===== src/design/pvc_pkg.sv =====
// Shared types and constants for the pricing vertex cover block.
// No dependencies; every other design file but pvc_table imports this package.
`default_nettype none

package pvc_pkg;

  // Widths of the fixed payload fields.
  localparam int unsigned ID_W    = 10;
  localparam int unsigned FIELD_W = 16;

  // Item kinds on the input channel.
  typedef enum logic {
    ACT_LOAD = 1'b0,
    ACT_EDGE = 1'b1
  } action_e;

  // Decision for one edge, passed from the charge logic to the control.
  typedef struct packed {
    logic emit;        // both endpoints still carry weight, so the edge is charged
    logic first_wins;  // the first endpoint has the strictly smaller weight
    logic self_loop;   // both endpoints name the same vertex
  } charge_t;

endpackage

`default_nettype wire


===== src/design/pvc_charge.sv =====
// Edge charge logic: picks the winner, the price and the loser's remainder.
// Depends on pvc_pkg for the decision struct.
`default_nettype none

module pvc_charge
  import pvc_pkg::*;
#(
  parameter int unsigned WeightW = 16
) (
  input  wire logic [WeightW-1:0] first_w_i,
  input  wire logic [WeightW-1:0] second_w_i,
  input  wire logic               same_id_i,
  output charge_t                 charge_o,
  output logic      [WeightW-1:0] price_o,
  output logic      [WeightW-1:0] rest_o
);

  // The smaller weight wins; on a tie the second endpoint wins.
  always_comb begin
    charge_o.emit       = (first_w_i != '0) && (second_w_i != '0);
    charge_o.first_wins = first_w_i < second_w_i;
    charge_o.self_loop  = same_id_i;
    if (charge_o.first_wins) begin
      price_o = first_w_i;
      rest_o  = second_w_i - first_w_i;
    end else begin
      price_o = second_w_i;
      rest_o  = first_w_i - second_w_i;
    end
  end

endmodule

`default_nettype wire


===== config.mk =====
export PLATFORM = sky130hd
export DESIGN_NAME = pvc_charge
export DESIGN_NICKNAME = d
export VERILOG_FILES = /design/src/design/pvc_pkg.sv /design/src/design/pvc_charge.sv
export SDC_FILE = /design/constraint.sdc
export NUM_CORES = 1
export LEC_CHECK = 0
export ABC_AREA = 1
export BUFFER_PORTS_ARGS = -buffer_cell sky130_fd_sc_hd__buf_2
export CAP_MARGIN = 20
export CELL_PAD_IN_SITES_DETAIL_PLACEMENT = 1
export CELL_PAD_IN_SITES_GLOBAL_PLACEMENT = 2
export CORE_UTILIZATION = 24
export DETAILED_ROUTE_END_ITERATION = 8
export PLACE_DENSITY_LB_ADDON = 0.1
export SYNTH_ARGS = -nofsm -noshare
export SYNTH_HDL_FRONTEND = slang
export SYNTH_SLANG_ARGS = --single-unit

===== constraint.sdc =====
create_clock -name vclk -period 1.59
set_input_delay 0.0795 -clock vclk [all_inputs]
set_output_delay 0.0795 -clock vclk [all_outputs]
set_load 0.05 [all_outputs]

# Word-level counts from Yosys, hierarchy flattened
# Index checks and enable logic that the tools add are counted.
[totals]
output_inout_bits = 35
input_bits = 33
reg_bits = 0
wordCells = 8
[classes]
order_cmp = 1
muxes = 2
reduce_logical = 3
add_sub_neg = 2
[op_table]
columns = ["cell", "count"]
rows = [
  ["$mux 16", 2],
  ["$reduce_bool 16->1", 2],
  ["$sub 16x16->16", 2],
  ["$lt 16x16->1", 1],
  ["$logic_and 1x1->1", 1],
]

# Longest topological paths before layout
# Gate-level depths: netlist of run 1.
[depth]
word_depth = 2
ltp_mapped = 15
depth_no_buf = 13

# Worst setup path before layout of run 1
# No wires, ideal clock.
[synth_path]
path_type = "in2out"
from = "in first_w_i[10]"
to = "out price_o[0]"
setup_slack_ps = -814
path_stages = 9
required_time_ps = 1510
t_arrival_ps = 2325
n_path_buf = 1
path_cell_list = "inv_1 ha_1 nand2_2 inv_2 a21oi_2 o21a_1 nand2_4 buf_2 o21ai_0"
[synth_via]
elab_chain_len = 2
[synth_rtl]
columns = ["element", "line", "source"]
rows = [
  ["from (decl)", "pvc_charge.sv:10", "input wire logic [WeightW-1:0] first_w_i,"],
  ["$lt 16x16->1", "pvc_charge.sv:21", "charge_o.first_wins = first_w_i < second_w_i;"],
  ["$mux 16", "pvc_charge.sv:23", "if (charge_o.first_wins) begin"],
  ["to (decl)", "pvc_charge.sv:14", "output logic [WeightW-1:0] price_o,"],
]
# Every way passes these cells.

# Worst setup path after layout of run 1
[layout_path]
from = "in first_w_i[0]"
to = "out rest_o[9]"
[layout_via]
elab_chain_len = 2
elab_cells_between_ends = 4
classes_between = "add/sub: 2; order compare: 1; mux: 1"
[layout_rtl]
columns = ["element", "line", "source"]
rows = [
  ["$sub 16x16->16, or another cell as far along", "pvc_charge.sv:28", "rest_o = first_w_i - second_w_i;"],
  ["$mux 16 (*)", "pvc_charge.sv:23", ""],
  ["to (decl)", "pvc_charge.sv:15", "output logic [WeightW-1:0] rest_o"],
]
# Mark *: on every way between the ends. The rest lies on a longest branch, timed or not.

==> metrics.yaml, run 1 <==
status: "finished with violations"
violations: "setup timing"
via_per_inst: 4.43
fin_crit_ps: 1830
die_area_mm2: 0.0106
syn-cell-area_mm2: 0.00244
fin_tns_setup_ps: -6440
cts_hold_buf: 0
setup_ws_ps: -238
fin_crit_sh_pct: 115
drcViolationCount: 0
vias: 3468
seq_area_um2: 0
nFillCells: 1279
layout.nets: 720
worstMarginPinSlew_ps: 485
port_buffers: 66
critPathArrivalTime_ps: 1750
first_pass_iters: 4
row_count: 36
end_kind: "output port"
slew_violations: 0
yosysTopAreaCellShare_pct: 31.4
area_growth_pct: 118
grt_pass1_wl_mm: 18.0
grt_usage_pct: 22.0
final-hold-violation-count: 0
max-cap-violations: 0
hp-class: "in2out"
grt_pass1_vias: 3657
synth_area_leader_cell: "nand2_1"
start_kind: "input port"
post_drt_wl_per_cell_um: 15.3
place.gp.congestion: 0.797
hold_end: "charge_o[0]"
power.total_mw: 3.22
layout_commonest_cell: "buf_4"
drtIter0Drc: 54
layout_common_cells: "120 x buf_4, 108 x nand2_1, 72 x inv_1"
hold_depth: 0
p_per_area_mw_per_mm2: 606
final_antenna_net_count: 0
placed_area_mm2: 0.00406
post-place-ws_ps: -468
final_area_mm2: 0.00531
syn_inst: 467
critPathMaxFanout: 8
postRouteWirelength_mm: 11.9
core_mm2: 0.00982
insertedDiodeCount: 0
utilization_pct: 54.1
fp.dieH_um: 103
critPathKind: "in2out"
io_pins: 68
dp_hpwl_mm: 8.92
power.leakage_nw: 2.82
setup_viol: 32
clock_buffers: 0
initial_core_util_pct: 24.8
crit_required_ps: 1510
yosys_warnings: 0
rsz0062_at_grt: "yes"
gr-total-overflow: 0
nFlopsAndLatches: 0
syn_nets: 535
synth.distinct_cells: 30
antenna_found_initial: 0
hp-start: "same_id_i"
vdd_drop_max_mv: 0.377
chipWidth_um: 103
ys_seq_area_share_pct: 0
drive_gt1_share_pct: 63.1
syn_avg_cell_area_um2: 5.22
ys_top_cells_by_area: "nand2_1 31%, ha_1 17%, inv_1 14%"
relSlewSlack_pct: 67.4
grt_max_degree: 12
max_freq_ghz: 0.547
## synth_stat cells (all sizes together)
cell type and instances:
clkbuf 3, nor3 2, nand3b 1, nand3 18
buf 12, nand2 219, o21ai 17, nor2 12
a21oi 19, ha 33, nor4 8, xnor2 3
o21a 1, and2 1, xor2 11, inv 100
a21o 1, nand4 4, fa 2
## metal layers
| layer | share of wire (%) | GRT usage (%) |
|---|---|---|
| met1 | 44 | 27.8 |
| met2 | 55 | 43.5 |
| met3 | 0.78 | 0.136 |
| met4 | 0 | 0.758 |
| met5 | 0 | 0 |
## worst max path at each step
stage,from,endpoint,slack [ps],depth (start not counted)
finish,first_w_i[0],rest_o[9],-240,14
global route,second_w_i[0],rest_o[12],-310,15
CTS,first_w_i[0],rest_o[6],-260,14
detailed placement,second_w_i[0],rest_o[8],-470,13
global placement,second_w_i[0],rest_o[8],-440,13
floorplan,first_w_i[0],rest_o[5],-140,12
## final cells by class
type                            count  area (µm²)  area share [%]
Inverter                          100         394            7.43
Multi-Input combinational cell    353        2980            56.2
Tap cell                          133         166            3.14
Timing Repair Buffer              197        1770            33.3
## critical path, cell delays in order
cell	delay, ps
buf_8	80
inv_6	30
ha_4	140
fa_2	350
o21ai_2	180
nand2_2	80
nand2_4	110
nand2_8	80
nand2_8	110
inv_6	50
buf_12	150
nand2_2	90
nand2_4	50
buf_8	140
## report_power, final
group          total (mW)  internal (mW)  switching (mW)
sequential              0              0               0
clock                   0              0               0
combinational        3.22           1.37            1.84
## through the flow
stage,std cells,hold WS [ps]
floorplan,467,326
CTS,777,160
global placement,763,160
finish,783,159
detailed placement,763,160
global route,783,159
## kinds of logic after synthesis
kind of cell	synth area share [%]
xor+xnor	5.03
fa+ha+maj	18.6
simple gates	45.6
compound gates	9.86
buf+inv	20.9
## timing repair
| item | CTS | global route |
|---|---|---|
| pin swaps | 16 | 61 |
| gates cloned | 2 | 2 |
| endpoints found under the setup margin | 32 | 32 |
| resized for setup | 163 | 131 |
| hold endpoints to repair | 0 | 0 |
| buffers inserted | 12 | 9 |
Power figures use the tool's default switching activity.
==> run 2: changes to the inputs <==
--- a/config.mk
+++ b/config.mk
@@ -5,12 +5,11 @@
 export SDC_FILE = /design/constraint.sdc
 export NUM_CORES = 1
 export LEC_CHECK = 0
-export ABC_AREA = 1
 export BUFFER_PORTS_ARGS = -buffer_cell sky130_fd_sc_hd__buf_2
 export CAP_MARGIN = 20
 export CELL_PAD_IN_SITES_DETAIL_PLACEMENT = 1
 export CELL_PAD_IN_SITES_GLOBAL_PLACEMENT = 2
-export CORE_UTILIZATION = 24
+export CORE_UTILIZATION = 25
 export DETAILED_ROUTE_END_ITERATION = 8
 export PLACE_DENSITY_LB_ADDON = 0.1
 export SYNTH_ARGS = -nofsm -noshare
==> run 2 against run 1 <==
  * The run still ends with setup timing left
  * Critical path depth up 1
  * Synthesized cell count down 42%
  * Non-clock buffer count up 8
  * Global-route usage up 0.67 points
  * First-iteration DRC count up 69%
  * Utilization up 6.6 points
  * Total power down 8.0%
  * Via count down 20%
  * Count of clock-buffer cells in the layout unchanged
  * Combinational power down 8.1%
  * Critical path type unchanged
==> metrics.yaml, run 2 <==
yosysTopAreaCellShare_pct: 22.3  # -9.2 points
syn-cell-area_mm2: 0.00186  # -24%
io_pins: 68  # unchanged
drive_gt1_share_pct: 64.4  # +1.3 points
seq_area_um2: 0  # unchanged
synth_adder_area_share_pct: 24.4  # +5.8 points
max-cap-violations: 0  # unchanged
nFillCells: 866  # -32%
layout_commonest_cell: "buf_4"
violations: "setup timing"
max_freq_ghz: 0.384  # -30%
crit_required_ps: 1510  # about the same
slew_violations: 0  # unchanged
drcViolationCount: 0  # unchanged
power.leakage_nw: 2.14  # -24%
setup.worst_path.end: "rest_o[15]"
critPathKind: "in2out"
port_buffers: 66  # unchanged
core_mm2: 0.00721  # -27%
area_growth_pct: 136
synth_top_family_by_area: "compound AO/OA/AOI/OAI gates"
row_count: 31  # -14%
hp-class: "in2out"
chipWidth_um: 88.2  # -14%
worstMarginPinSlew_ps: 400  # -85.4 ps
grt_max_degree: 20  # +8
relSlewSlack_pct: 73.1  # +5.7 points
power.total_mw: 2.96  # -8.0%
via_per_inst: 4.90  # +11%
insertedDiodeCount: 0  # unchanged
synth_mux_area_share_pct: 3.57  # +3.6 points
ys_top_cells_by_area: "ha_1 22%, inv_1 7.9%, a21oi_1 6.5%"
postRouteWirelength_mm: 10.2  # -15%
synth_area_leader_cell: "ha_1"
yosys_warnings: 0  # unchanged
antenna_found_initial: 0  # unchanged
fin_crit_sh_pct: 164  # +49 points
grt_usage_pct: 22.6  # +0.67 points
vias: 2770  # -20%
initial_core_util_pct: 25.7  # +0.90 points
layout_common_cells: "121 x buf_4, 38 x buf_6, 37 x inv_1"
cts_hold_buf: 0  # unchanged
yosys-top-cells-count: "39 x inv_1, 33 x ha_1, 26 x nand2_1"
yosys.cell_count.top_type: "inv_1"
grt_pass1_vias: 2813  # -23%
p_per_area_mw_per_mm2: 676  # +12%
fin_crit_ps: 2600  # +777 ps
dp_hpwl_mm: 7.33  # -18%
final-hold-violation-count: 0  # unchanged
vdd_drop_max_mv: 0.281  # -25%
synth.distinct_cells: 49  # +63%
crit_start: "first_w_i[11]"
layout.nets: 536  # -26%
setup_viol: 32  # unchanged
gr-total-overflow: 0  # unchanged
syn_nets: 341  # -36%
start_kind: "input port"
synth-simple-area-share_pct: 19.7  # -26 points
critPathMaxFanout: 8  # unchanged
synth-compound-area-share_pct: 33.5  # +24 points
status: "finished with violations"
clock_buffers: 0  # unchanged
utilization_pct: 60.7  # +6.6 points
drtIter0Drc: 91  # +69%
post_drt_wl_per_cell_um: 18.0  # +18%
rsz0062_at_grt: "yes"
die_area_mm2: 0.00777  # -26%
ys_seq_area_share_pct: 0  # unchanged
fp.dieH_um: 88.2  # -14%
place.gp.congestion: 0.848  # +6.4%
grt_pass1_wl_mm: 13.7  # -24%
first_pass_iters: 4  # unchanged
syn_inst: 273  # -42%
nFlopsAndLatches: 0  # unchanged
critPathArrivalTime_ps: 2530  # +780 ps
end_kind: "output port"
setup_ws_ps: -1010  # -777 ps
final_antenna_net_count: 0  # unchanged
yosys.area_share.xor_xnor_pct: 6.61  # +1.6 points
syn_avg_cell_area_um2: 6.80  # +30%
run 2: cell count changes after synthesis, sizes merged, moves of 3 or more:
cell    before  now
nand2      219   26
mux2i        0    4
o21ai       17   34
xor2        11    5
a21oi       19   26
xnor2        3    9
nand2b       0    4
a21o         1   10
and3         0    3
a211oi       0    5
o21bai       0    6
nand3       18    2
inv        100   40
run 2: logic make-up after synthesis:
| kind of cell | after synthesis |
|---|---|
| fa+ha+maj | 35 |
| compound gates | 96 |
| simple gates | 70 |
| xor+xnor | 14 |
| buf+inv | 52 |
| mux | 6 |
run 2: cell type report:
| class | instances | area, µm² | share of cell area, % |
|---|---|---|---|
| well taps | 99 | 124 | 2.83 |
| inverters | 40 | 189 | 4.31 |
| repair buffers | 205 | 1750 | 40.0 |
| multi-input cells | 221 | 2310 | 52.9 |
run 2: how the worst min path moves through the flow:
stage                     cells past startpoint      start  slack, ps           to
after floorplan                               1  same_id_i        330  charge_o[0]
after global placement                        0  same_id_i        160  charge_o[0]
after detailed placement                      0  same_id_i        160  charge_o[0]
after CTS                                     0  same_id_i        160  charge_o[0]
after global routing                          0  same_id_i        160  charge_o[0]
final                                         0  same_id_i        160  charge_o[0]
run 2: worst max-delay path: stages:
cell and delay (ps):
buf_2 110, inv_1 100, ha_4 230, buf_4 140, nand2_1 100, o21ai_2 110, a311oi_4 390, o21ai_4 130
buf_12 170, buf_6 110, buf_12 130, a211oi_4 260, o22ai_4 130, xor2_4 160, buf_6 160
run 2: stage by stage:
stage                     hold WS [ps]  cells  area, µm²  setup WS (ps)  TNS, ps
after floorplan                    326    273       2390           -685   -17100
after global placement             160    546       3630          -1090   -28900
after detailed placement           160    546       3630          -1130   -30300
after CTS                          160    554       3920           -885   -22400
after global routing               159    565       4380          -1070   -27310
final                              159    565       4380          -1010   -24490
run 2: power breakdown:
part           leakage [nW]  internal (mW)  total (mW)  switching (mW)
combinational          2.14           1.33        2.96            1.63
sequential                0              0           0               0
clock                     0              0           0               0
total                  2.14           1.33        2.96            1.63
run 2: timing repair:
action | 4_1_cts | 5_1_grt
pin swaps | 12 | 16
gates resized for setup | 69 | 99
endpoints found under the setup margin | 32 | 32
hold endpoints to repair | 0 | 0
setup buffers | 9 | 14
run 2: metal layers:
layer	vias up	track usage, %	part of all wire (%)
li1	1340	-	-
met1	1361	31.4	44
met2	58	40.6	52
met3	11	0.377	2.1
met4	0	2.20	1.4
met5	-	0	0
